**src/hdl/rmr_pkg.sv**
```systemverilog
// Shared types and constants for the rational multiply-reduce unit.
package rmr_pkg;

  localparam int RMR_OPERAND_WIDTH = 16;
  localparam int RMR_RESULT_WIDTH  = 32;

  typedef enum logic [3:0] {
    ST_IDLE,
    ST_MUL_N,
    ST_MUL_D,
    ST_CHECK,
    ST_GCD,
    ST_SCALE,
    ST_DIV_N,
    ST_DIV_D,
    ST_SIGN
  } state_t;

  typedef struct packed {
    logic load;
    logic mul_num;
    logic mul_den;
    logic check;
    logic gcd_step;
    logic scale;
    logic div_num;
    logic div_den;
    logic finish;
  } ctrl_t;

  typedef struct packed {
    logic start;
    logic both_zero;
    logic one_zero;
    logic gcd_equal;
    logic shift_zero;
    logic div_last;
  } stat_t;

endpackage

```
**src/hdl/rmr_alu.sv**
```systemverilog
// Shared subtract/compare unit used by the gcd loop and the divider.
module rmr_alu #(
  parameter int WIDTH = 33
) (
  input  logic [WIDTH-1:0] x,
  input  logic [WIDTH-1:0] y,
  output logic [WIDTH-1:0] diff,
  output logic             ge,
  output logic             zero
);
  logic [WIDTH:0] full;

  assign full = {1'b0, x} - {1'b0, y};
  assign diff = full[WIDTH-1:0];
  assign ge   = ~full[WIDTH];
  assign zero = (diff == '0);
endmodule

```
**src/hdl/rmr_ctrl.sv**
```systemverilog
// Sequencer for multiply, binary gcd, scale-back and the two divisions.
module rmr_ctrl (
  input  logic          clk,
  input  logic          rst,
  input  rmr_pkg::stat_t stat,
  output rmr_pkg::ctrl_t ctrl,
  output logic          busy
);
  import rmr_pkg::*;

  state_t state, state_next;

  always_ff @(posedge clk) begin
    if (rst) begin
      state <= ST_IDLE;
    end else begin
      state <= state_next;
    end
  end

  always_comb begin
    state_next = state;
    case (state)
      ST_IDLE:  if (stat.start) state_next = ST_MUL_N;
      ST_MUL_N: state_next = ST_MUL_D;
      ST_MUL_D: state_next = ST_CHECK;
      ST_CHECK: begin
        if (stat.both_zero) state_next = ST_SIGN;
        else if (stat.one_zero) state_next = ST_DIV_N;
        else state_next = ST_GCD;
      end
      ST_GCD:   if (stat.gcd_equal) state_next = ST_SCALE;
      ST_SCALE: if (stat.shift_zero) state_next = ST_DIV_N;
      ST_DIV_N: if (stat.div_last) state_next = ST_DIV_D;
      ST_DIV_D: if (stat.div_last) state_next = ST_SIGN;
      ST_SIGN:  state_next = ST_IDLE;
      default:  state_next = ST_IDLE;
    endcase
  end

  always_comb begin
    ctrl = '0;
    case (state)
      ST_IDLE:  ctrl.load     = 1'b1;
      ST_MUL_N: ctrl.mul_num  = 1'b1;
      ST_MUL_D: ctrl.mul_den  = 1'b1;
      ST_CHECK: ctrl.check    = 1'b1;
      ST_GCD:   ctrl.gcd_step = 1'b1;
      ST_SCALE: ctrl.scale    = 1'b1;
      ST_DIV_N: ctrl.div_num  = 1'b1;
      ST_DIV_D: ctrl.div_den  = 1'b1;
      ST_SIGN:  ctrl.finish   = 1'b1;
      default:  ctrl = '0;
    endcase
  end

  assign busy = (state != ST_IDLE);
endmodule

```
**src/hdl/rational_multiply_reduce_unit.sv**
```systemverilog
// Top level: fraction multiply with gcd reduction on one shared subtractor.
//
//  beat      ports                                         handshake
//  ------    --------------------------------------------  ------------------
//  operands  lhs_numerator lhs_denominator rhs_numerator    start & !busy
//            rhs_denominator
//  result    result_numerator result_denominator            done (1-cycle pulse)
//
// Accepted beat to next accepted beat, an item runs through both multiplies, the check,
// the gcd steps (swaps and the closing compare included), the k scale steps, the
// divisions of numerator and denominator by the gcd and the sign step.
// A zero product skips gcd and scale; both zero skips the divides too.
// The gcd loop and the restoring divider both run on the single subtract/compare unit,
// one step a cycle.
// Reset (synchronous) returns the sequencer to idle and clears done.
// busy stays high until the result beat; results cannot be stalled and show
// for exactly one cycle.
module rational_multiply_reduce_unit #(
  parameter int OPERAND_WIDTH = rmr_pkg::RMR_OPERAND_WIDTH
) (
  input  logic                                 clk,
  input  logic                                 rst,
  input  logic                                 start,
  output logic                                 busy,
  input  logic signed [OPERAND_WIDTH-1:0]      lhs_numerator,
  input  logic signed [OPERAND_WIDTH-1:0]      lhs_denominator,
  input  logic signed [OPERAND_WIDTH-1:0]      rhs_numerator,
  input  logic signed [OPERAND_WIDTH-1:0]      rhs_denominator,
  output logic                                 done,
  output logic signed [rmr_pkg::RMR_RESULT_WIDTH-1:0] result_numerator,
  output logic signed [rmr_pkg::RMR_RESULT_WIDTH-1:0] result_denominator
);
  import rmr_pkg::*;

  localparam int W  = OPERAND_WIDTH;
  localparam int PW = 2 * W;
  localparam int CW = $clog2(PW);
  localparam int XW = (PW > RMR_RESULT_WIDTH) ? PW : RMR_RESULT_WIDTH;

  ctrl_t ctrl;
  stat_t stat;

  logic [W-1:0]  mag_ln, mag_ld, mag_rn, mag_rd;
  logic          sign_num, sign_den;
  logic [PW-1:0] pn, pd, a, b, g, quo, rem;
  logic [CW-1:0] k, cnt;
  logic          done_q;
  logic [RMR_RESULT_WIDTH-1:0] res_num, res_den;

  // operand magnitudes
  logic [W-1:0] ln_u, ld_u, rn_u, rd_u;
  logic [W-1:0] ln_mag, ld_mag, rn_mag, rd_mag;
  assign ln_u = lhs_numerator;
  assign ld_u = lhs_denominator;
  assign rn_u = rhs_numerator;
  assign rd_u = rhs_denominator;
  assign ln_mag = ln_u[W-1] ? (~ln_u + 1'b1) : ln_u;
  assign ld_mag = ld_u[W-1] ? (~ld_u + 1'b1) : ld_u;
  assign rn_mag = rn_u[W-1] ? (~rn_u + 1'b1) : rn_u;
  assign rd_mag = rd_u[W-1] ? (~rd_u + 1'b1) : rd_u;

  // shared multiplier, used once for each product
  logic [W-1:0]  mul_x, mul_y;
  logic [PW-1:0] prod;
  assign mul_x = ctrl.mul_num ? mag_ln : mag_ld;
  assign mul_y = ctrl.mul_num ? mag_rn : mag_rd;
  assign prod  = PW'(mul_x) * PW'(mul_y);

  // shared subtract/compare
  logic [PW:0]   alu_x, alu_y, alu_diff, rem_shift;
  logic          alu_ge, alu_zero;
  assign rem_shift = {rem, quo[PW-1]};
  assign alu_x = ctrl.gcd_step ? {1'b0, a} : rem_shift;
  assign alu_y = ctrl.gcd_step ? {1'b0, b} : {1'b0, g};

  rmr_alu #(.WIDTH(PW + 1)) u_alu (
    .x    (alu_x),
    .y    (alu_y),
    .diff (alu_diff),
    .ge   (alu_ge),
    .zero (alu_zero)
  );

  logic [PW-1:0] quo_next, rem_next;
  assign quo_next = {quo[PW-2:0], alu_ge};
  assign rem_next = alu_ge ? alu_diff[PW-1:0] : rem_shift[PW-1:0];

  assign stat.start      = start;
  assign stat.both_zero  = (pn == '0) && (pd == '0);
  assign stat.one_zero   = (pn == '0) || (pd == '0);
  assign stat.gcd_equal  = alu_zero;
  assign stat.shift_zero = (k == '0);
  assign stat.div_last   = (cnt == CW'(PW - 1));

  rmr_ctrl u_ctrl (
    .clk  (clk),
    .rst  (rst),
    .stat (stat),
    .ctrl (ctrl),
    .busy (busy)
  );

  // sign application on the way out
  logic [XW-1:0] num_ext, den_ext, num_out, den_out;
  assign num_ext = XW'(pn);
  assign den_ext = XW'(pd);
  assign num_out = (sign_num && pn != '0) ? (XW'(0) - num_ext) : num_ext;
  assign den_out = (sign_den && pd != '0) ? (XW'(0) - den_ext) : den_ext;

  always_ff @(posedge clk) begin
    if (ctrl.load && start) begin
      mag_ln   <= ln_mag;
      mag_ld   <= ld_mag;
      mag_rn   <= rn_mag;
      mag_rd   <= rd_mag;
      sign_num <= ln_u[W-1] ^ rn_u[W-1];
      sign_den <= ld_u[W-1] ^ rd_u[W-1];
    end
    if (ctrl.mul_num) pn <= prod;
    if (ctrl.mul_den) pd <= prod;
    if (ctrl.check) begin
      a   <= pn;
      b   <= pd;
      k   <= '0;
      g   <= pn | pd;      // gcd when one product is zero
      quo <= pn;
      rem <= '0;
      cnt <= '0;
    end
    if (ctrl.gcd_step) begin
      if (alu_zero) begin
        g <= a;
      end else if (!a[0] && !b[0]) begin
        a <= a >> 1;
        b <= b >> 1;
        k <= k + 1'b1;
      end else if (!a[0]) begin
        a <= a >> 1;
      end else if (!b[0]) begin
        b <= b >> 1;
      end else if (alu_ge) begin
        a <= alu_diff[PW-1:0];
      end else begin
        a <= b;              // swap so the next step subtracts the smaller
        b <= a;
      end
    end
    if (ctrl.scale && k != '0) begin
      g <= g << 1;
      k <= k - 1'b1;
    end
    if (ctrl.div_num || ctrl.div_den) begin
      if (stat.div_last) begin
        cnt <= '0;
        rem <= '0;
        if (ctrl.div_num) begin
          pn  <= quo_next;
          quo <= pd;
        end else begin
          pd  <= quo_next;
          quo <= quo_next;
        end
      end else begin
        cnt <= cnt + 1'b1;
        quo <= quo_next;
        rem <= rem_next;
      end
    end
    if (ctrl.finish) begin
      res_num <= num_out[RMR_RESULT_WIDTH-1:0];
      res_den <= den_out[RMR_RESULT_WIDTH-1:0];
    end
  end

  always_ff @(posedge clk) begin
    if (rst) begin
      done_q <= 1'b0;
    end else begin
      done_q <= ctrl.finish;
    end
  end

  assign done               = done_q;
  assign result_numerator   = res_num;
  assign result_denominator = res_den;
endmodule

```
**config.mk**
```make
export PLATFORM = sky130hd
export DESIGN_NAME = rational_multiply_reduce_unit
export DESIGN_NICKNAME = d
export VERILOG_FILES = /design/src/hdl/rmr_pkg.sv /design/src/hdl/rmr_alu.sv /design/src/hdl/rmr_ctrl.sv /design/src/hdl/rational_multiply_reduce_unit.sv
export SDC_FILE = /design/constraint.sdc
export NUM_CORES = 2
export LEC_CHECK = 0
export BUFFER_PORTS_ARGS = -buffer_cell sky130_fd_sc_hd__clkbuf_2
export CAP_MARGIN = 20
export CORE_MARGIN = 10
export CORE_UTILIZATION = 63
export CTS_CLUSTER_DIAMETER = 120
export CTS_CLUSTER_SIZE = 30
export DETAILED_ROUTE_END_ITERATION = 8
export PLACE_DENSITY = 0.84
export SYNTH_ARGS = -nofsm -noshare
export SYNTH_HDL_FRONTEND = slang
export SYNTH_SLANG_ARGS = --single-unit
```
**constraint.sdc**
```tcl
create_clock -name clk -period 25.5 [get_ports clk]
set_clock_uncertainty 0.2 [all_clocks]
set_input_delay 6.375 -clock clk [delete_from_list [all_inputs] [get_ports clk]]
set_output_delay 6.375 -clock clk [all_outputs]
set_load 0.005 [all_outputs]
```
# Word-level counts from Yosys, hierarchy flattened
# Index checks and enable logic that the tools add are counted.
dict set report word_totals {
  register_bits 369
  output_inout_bits 66
  latch_bits 0
  ram_bits 0
  n_memories 0
  rom_bits 0
  wordCells 147
}
dict set report classes {
  n_eq_ne 14
  bitwise 8
  reduce_logical 21
  n_mul 1
  n_mux 69
  addsub 10
  div_mod_pow 0
  n_lt_le_gt_ge 0
  shifts 0
}
# operator count
set ops {}
lappend ops {{$mux W32} 37}
lappend ops {{$add A16 B1 Y16 const B} 4}
lappend ops {{$logic_not A32 Y1} 2}
lappend ops {{$not A16 Y16} 4}
lappend ops {{$reduce_bool A32 Y1} 2}
lappend ops {{$sub A1 B32 Y32 const A} 2}
lappend ops {{$mux W15} 4}
lappend ops {{$mux W5} 8}
lappend ops {{$sub A33 B32 Y34} 1}
lappend ops {{$logic_not A33 Y1} 1}
lappend ops {{$mux W33} 1}
lappend ops {{$mul A16 B16 Y32} 1}
lappend ops {{$mux W16} 2}
lappend ops {{$or A32 B32 Y32} 1}
lappend ops {{$pmux W4 S8} 1}
lappend ops {{$mux W4} 6}
lappend ops {{$eq A4 B3 Y1 const B} 4}
lappend ops {{$add A5 B1 Y5 const B} 2}
lappend ops {{$ne A2 B2 Y1 const B} 5}
lappend ops {{$mux W1} 9}
lappend ops {{$eq A4 B2 Y1 const B} 2}
lappend ops {{$logic_and A1 B1 Y1} 6}
lappend ops {{$eq A5 B5 Y1 const B} 1}
lappend ops {{$logic_not A5 Y1} 1}
lappend ops {{other kinds (13)} 16}

# Logic depth before layout (Yosys ltp)
dict set report depth {
  depth_word 10
  ltp_mapped 31
}

# Cells and area by module
# A second synthesis with hierarchy kept.
dict set report unflattened {
  hier_cells 3243
  area_unflattened_um2 29758.5
}
# module cells_per_inst n_inst area_each_um2
set by_module_without_submodules {}
lappend by_module_without_submodules {rational_multiply_reduce_unit 2872 1 27283.7}
lappend by_module_without_submodules {rmr_alu 324 1 2160.8}
lappend by_module_without_submodules {rmr_ctrl 47 1 314.1}

# Least setup slack after synthesis
# Ideal clock, no wire load.
dict set report synth_timing {
  kind {input port to flip-flop}
  startpoint {input start}
  endpoint {register mag_ld[0] (enable)}
  setup_time_ns 0.432
  cell_stages 1
  path_buffers 0
  setup_slack_ns 16.904
  arrival_ns 7.965
  path_cell_list {and3_1}
}
dict set report synth_between {
  elab_chain_len 1
}
# item line_no
set synth_lines {}
lappend synth_lines {{start, declared} rational_multiply_reduce_unit.sv:23} ;# input logic start,
lappend synth_lines {{$logic_and A1 B1 Y1} rational_multiply_reduce_unit.sv:111} ;# if (ctrl.load && start) begin
lappend synth_lines {{end signal, assigned} rational_multiply_reduce_unit.sv:113} ;# mag_ld <= ld_mag;
lappend synth_lines {{end, declared} rational_multiply_reduce_unit.sv:43} ;# logic [W-1:0] mag_ln, mag_ld, mag_rn, mag_rd;
# No other way between the ends.
# A chain may end at the register's enable or synchronous reset.

# Worst setup path in the final report
dict set report layout_timing {
  startpoint {register u_ctrl.state[0]}
  endpoint {register pd[31] (netlist: den_ext[31])}
}
dict set report layout_between {
  elab_chain_len 8
  word_cells_on_any_way 16
}
# item line_no
set layout_lines {}
lappend layout_lines {{start, declared} rmr_ctrl.sv:11} ;# state_t state, state_next;
lappend layout_lines {{start signal, assigned} rmr_ctrl.sv:17} ;# state <= state_next;
lappend layout_lines {{$eq A4 B1 Y1} rmr_ctrl.sv:43} ;# case (state)
lappend layout_lines {{$mux W1} rmr_ctrl.sv:43}
lappend layout_lines {{$mux W16 (on tied branches)} {rational_multiply_reduce_unit.sv:65, rational_multiply_reduce_unit.sv:66}}
lappend layout_lines {{$mul A16 B16 Y32} rational_multiply_reduce_unit.sv:67} ;# assign prod = PW'(mul_x) * PW'(mul_y);
lappend layout_lines {{$mux W32} rational_multiply_reduce_unit.sv:120} ;# if (ctrl.mul_den) pd <= prod;
lappend layout_lines {{$mux W32} rational_multiply_reduce_unit.sv:156} ;# if (ctrl.div_num) begin
lappend layout_lines {{$mux W32} rational_multiply_reduce_unit.sv:153} ;# if (stat.div_last) begin
lappend layout_lines {{$mux W32 *} rational_multiply_reduce_unit.sv:152} ;# if (ctrl.div_num || ctrl.div_den) begin
lappend layout_lines {{end signal, assigned} rational_multiply_reduce_unit.sv:120}
lappend layout_lines {{end signal, assigned} rational_multiply_reduce_unit.sv:160} ;# pd <= quo_next;
lappend layout_lines {{end, declared} rational_multiply_reduce_unit.sv:45} ;# logic [PW-1:0] pn, pd, a, b, g, quo, rem;
# Every way passes the cells marked *; elsewhere a longest branch is shown, timed or not.

==> summary.txt <==
Logic synthesis
  • Syn Nets: 3,972
  • Proportion of synthesized flip-flops having asynchronous set or reset: 0%
  • Cell type contributing the most total cell area after synthesis: edfxtp_1
  • Number of enable flip-flop cells after synthesis: between 150 and 200
  • Register bit count reported by yosys: between 300 and 400
  • Synthesized instance count: 3,563
  • Most frequent cells after synthesis: nand2_1 (688), nor2_1 (316), inv_1 (275), edfxtp_1 (199), o21ai_0 (198)
  • Fraction of post-synthesis cell area in the top cell type by area: between 15 and 20%
  • Seq/Total Area, Yosys: a little under a third
  • Average size of a mapped cell: 8.44 µm²
  • Synth top area cells: edfxtp_1 (20%), fa_1 (13%), dfxtp_1 (11%)
  • Total standard cell area after synthesis: between 0.03 and 0.04 mm²
  • Number of distinct library cells after synthesis: a little over 80
  • Most repeated cell in the gate-level netlist after synthesis: nand2_1
  • Flip-flop cell with the highest count after synthesis: edfxtp_1
  • Warnings, synthesis: 0

Critical path
  • Origin of the critical flop-to-flop path: u_ctrl.state[0]
  • Crit Path Category: flop to flop
  • Crit path max fanout: 60
  • Arr. time, crit path: 9570 ps
  • Crit path launch type: flop
  • Slack of the worst reg-to-reg path: ~16,000 ps
  • Capturing point of the worst reg2reg path: den_ext[31]
  • Worst R2R Path Depth: 27
  • Required @ worst endpoint: approximately 26,000 ps
  • CP endpoint kind: flop

Floorplanning
  • Top-Level Pins: approximately 130
  • Standard-cell row count: 80
  • Initial core utilization: a little under two thirds
  • Std-Cell Core Area: between 0.04 and 0.05 mm²
  • Die ar.: about 0.057 mm²
  • Horizontal extent of the die: ~240 µm
  • Die boundary height: 239 µm

Clock network
  • CTS Root Cell: clkbuf_16
  • Worst-skew pair later-pin latency: 580 ps
  • Sinks on the clock net: around 370
  • Maximum count of clock buffers along a single path: 3
  • Setup fix buffers added after clock tree synthesis: 0
  • Count of H-tree levels built during CTS: 1
  • CTS tree: yes
  • Clock transition at the register clock pins on the worst setup and hold paths after CTS: between 100 and 150 ps
  • Number of gates given a new drive strength after cts: 0
  • Clock buffer count from CTS: 16
  • Post-CTS Hold Fix Bufs: 0

Hold path
  • Worst hold start: g[22]
  • Hold path cells: 2
  • Worst hold-check path type: flop to flop
  • WHS Endpoint: g[23]

Job
  • Max capacitance violation total: 0

Timing
  • Maximum clock frequency: around 110 MHz
  • Slew Limit Headroom: 21.2%
  • Post-layout min period: 9300 ps
  • Final max-slew violation count: 0
  • Final setup violation count: 0
  • Post-route clock period utilization: between 30% and 40%
  • Summed negative setup slack over all endpoints: 0 ps
  • Worst Max-Slew Pin Slew: between 1000 and 1500 ps
  • Final hold vios: 0
  • Worst-case hold slack: ~300 ps
  • Unrepaired setup endpoints after global routing: no

Placed design
  • Post-detail-place hpwl: around 68,000 µm
  • Port Buffer Count: between 100 and 150
  • Weighted congestion at the end of routability-driven global placement: 1.01
  • Placed cell area: between 0.03 and 0.04 mm²

Global routing
  • Overall routing resource usage: between 30% and 40%
  • Largest net degree at the start of global routing: 83
  • Grt ovf: 0
  • Global-route wire length before repair: between 100,000 and 150,000 µm
  • Via count of the first global-routing pass: 25,592
  • Number of antenna violations at the first check in global routing: 2

Routing
  • Number of vias after detailed routing: roughly 27,000
  • DRC Markers: 0
  • Number of vias per cell: 6.42
  • First-pass iteration count of the detailed router: 7
  • Remaining antenna violation count: 0
  • Total detailed-routing wirelength: around 91,000 µm
  • Avg WL per Cell: ~22 µm
  • Count of routing violations after the opening detailed-route iteration: a little under 3,000

Final layout
  • Filler cell count: roughly 3,900
  • Share of the core filled with cells: between 60 and 70%
  • Number of nets in the finished design: roughly 4,000
  • Fraction of final layout cells sized beyond drive strength 1: 6.93%
  • Area growth from synthesis to final layout: 4.75%
  • Post-route cell area: about 0.032 mm²

Run status
  • Outcome: completed
## per-layer routing
layer  wire length (µm)  vias to the layer above  track usage, %
met5                  0                        -               0
met4               5790                        0            17.5
met3              11300                      345            7.25
met2              40400                     1837            49.7
met1              33500                    12353            39.0
li1                   -                    12132               -
## area by class of cell
| class | count | area, µm² | share of cell area, % |
|---|---|---|---|
| clock buffer | 25 | 455 | 1.45 |
| antenna | 2 | 5.00 | 0.0159 |
| sequential | 369 | 9380 | 29.8 |
| inverter | 275 | 1030 | 3.28 |
| timing repair buffer | 176 | 991 | 3.14 |
| tap | 615 | 769 | 2.44 |
| clock inverter | 3 | 27.5 | 0.0873 |
| multi-input combinational | 2687 | 18900 | 59.8 |
## stage by stage
step           std cells  worst slack [ps]
2_1_floorplan       3563             16900
3_5_place_dp        4122             16350
6_report            4152             16200
3_3_place_gp        4122             16630
5_1_grt             4150             15720
4_1_cts             4150             16320
## layout by cell type (no fill, tap or decap), types with 14 or more instances in the layout
master,n
mux2i_1,115
o211ai_1,15
xor2_1,35
nand3_1,50
and3_1,14
o41ai_1,17
ha_1,147
nor3_1,109
nor2b_1,20
fa_1,195
inv_1,275
nand2b_1,27
a31oi_1,49
a21o_1,22
nor4_1,15
o221ai_1,21
xnor2_1,128
buf_4,44
a221o_1,21
nor2_1,312
o31ai_1,34
o21a_1,30
o21ai_0,198
clkbuf_16,17
a32oi_1,30
nand2_1,685
o22ai_1,30
a21oi_1,175
dfxtp_1,170
clkbuf_2,132
edfxtp_1,199
or4_1,16
## cells by family after synthesis
group / count (synthesis) / share of synthesized area, %
compound gates: 723 / 15.3
xor+xnor: 163 / 4.75
fa+ha+maj: 342 / 19.1
buf+inv: 507 / 6.45
flops: 369 / 31.2
mux: 116 / 3.86
simple gates: 1343 / 19.3
## sequential cells by signal (all words and copies together), names as in the netlist, 16 cells and up
register / cells
a: 32
b: 32
den_ext: 32
g: 32
mag_ld: 16
mag_ln: 16
mag_rd: 16
mag_rn: 16
num_ext: 32
quo: 32
rem: 32
result_denominator: 32
result_numerator: 32
## worst max-delay path, cell delays in order (launching register included)
cell	delay, ps
dfxtp_1	550
nor4b_2	260
buf_4	340
buf_4	680
mux2i_1	1020
nor2_1	160
fa_1	580
inv_1	50
fa_1	530
inv_1	40
ha_1	210
fa_1	490
fa_1	490
inv_1	50
fa_1	520
inv_1	40
ha_1	340
nor3_1	230
nor2_1	100
a41oi_1	530
o211ai_1	160
o211ai_1	190
a21oi_1	120
a211o_1	330
a41oi_1	390
nor3_1	110
a41o_1	230
o31ai_1	240
## worst max-delay path by stage
stage                     from          end  slack (ps)  cells past startpoint
3_3_place_gp   u_ctrl.state[0]  den_ext[31]       16630                     26
4_1_cts        u_ctrl.state[0]  den_ext[31]       16320                     27
2_1_floorplan            start    mag_ld[0]       16900                      1
6_report       u_ctrl.state[0]  den_ext[31]       16200                     27
3_5_place_dp   u_ctrl.state[0]  den_ext[31]       16350                     27
5_1_grt        u_ctrl.state[0]  den_ext[31]       15720                     27
Power is not shown: default switching activity piles up to over one toggle a cycle in this logic, so the estimate is an artifact.
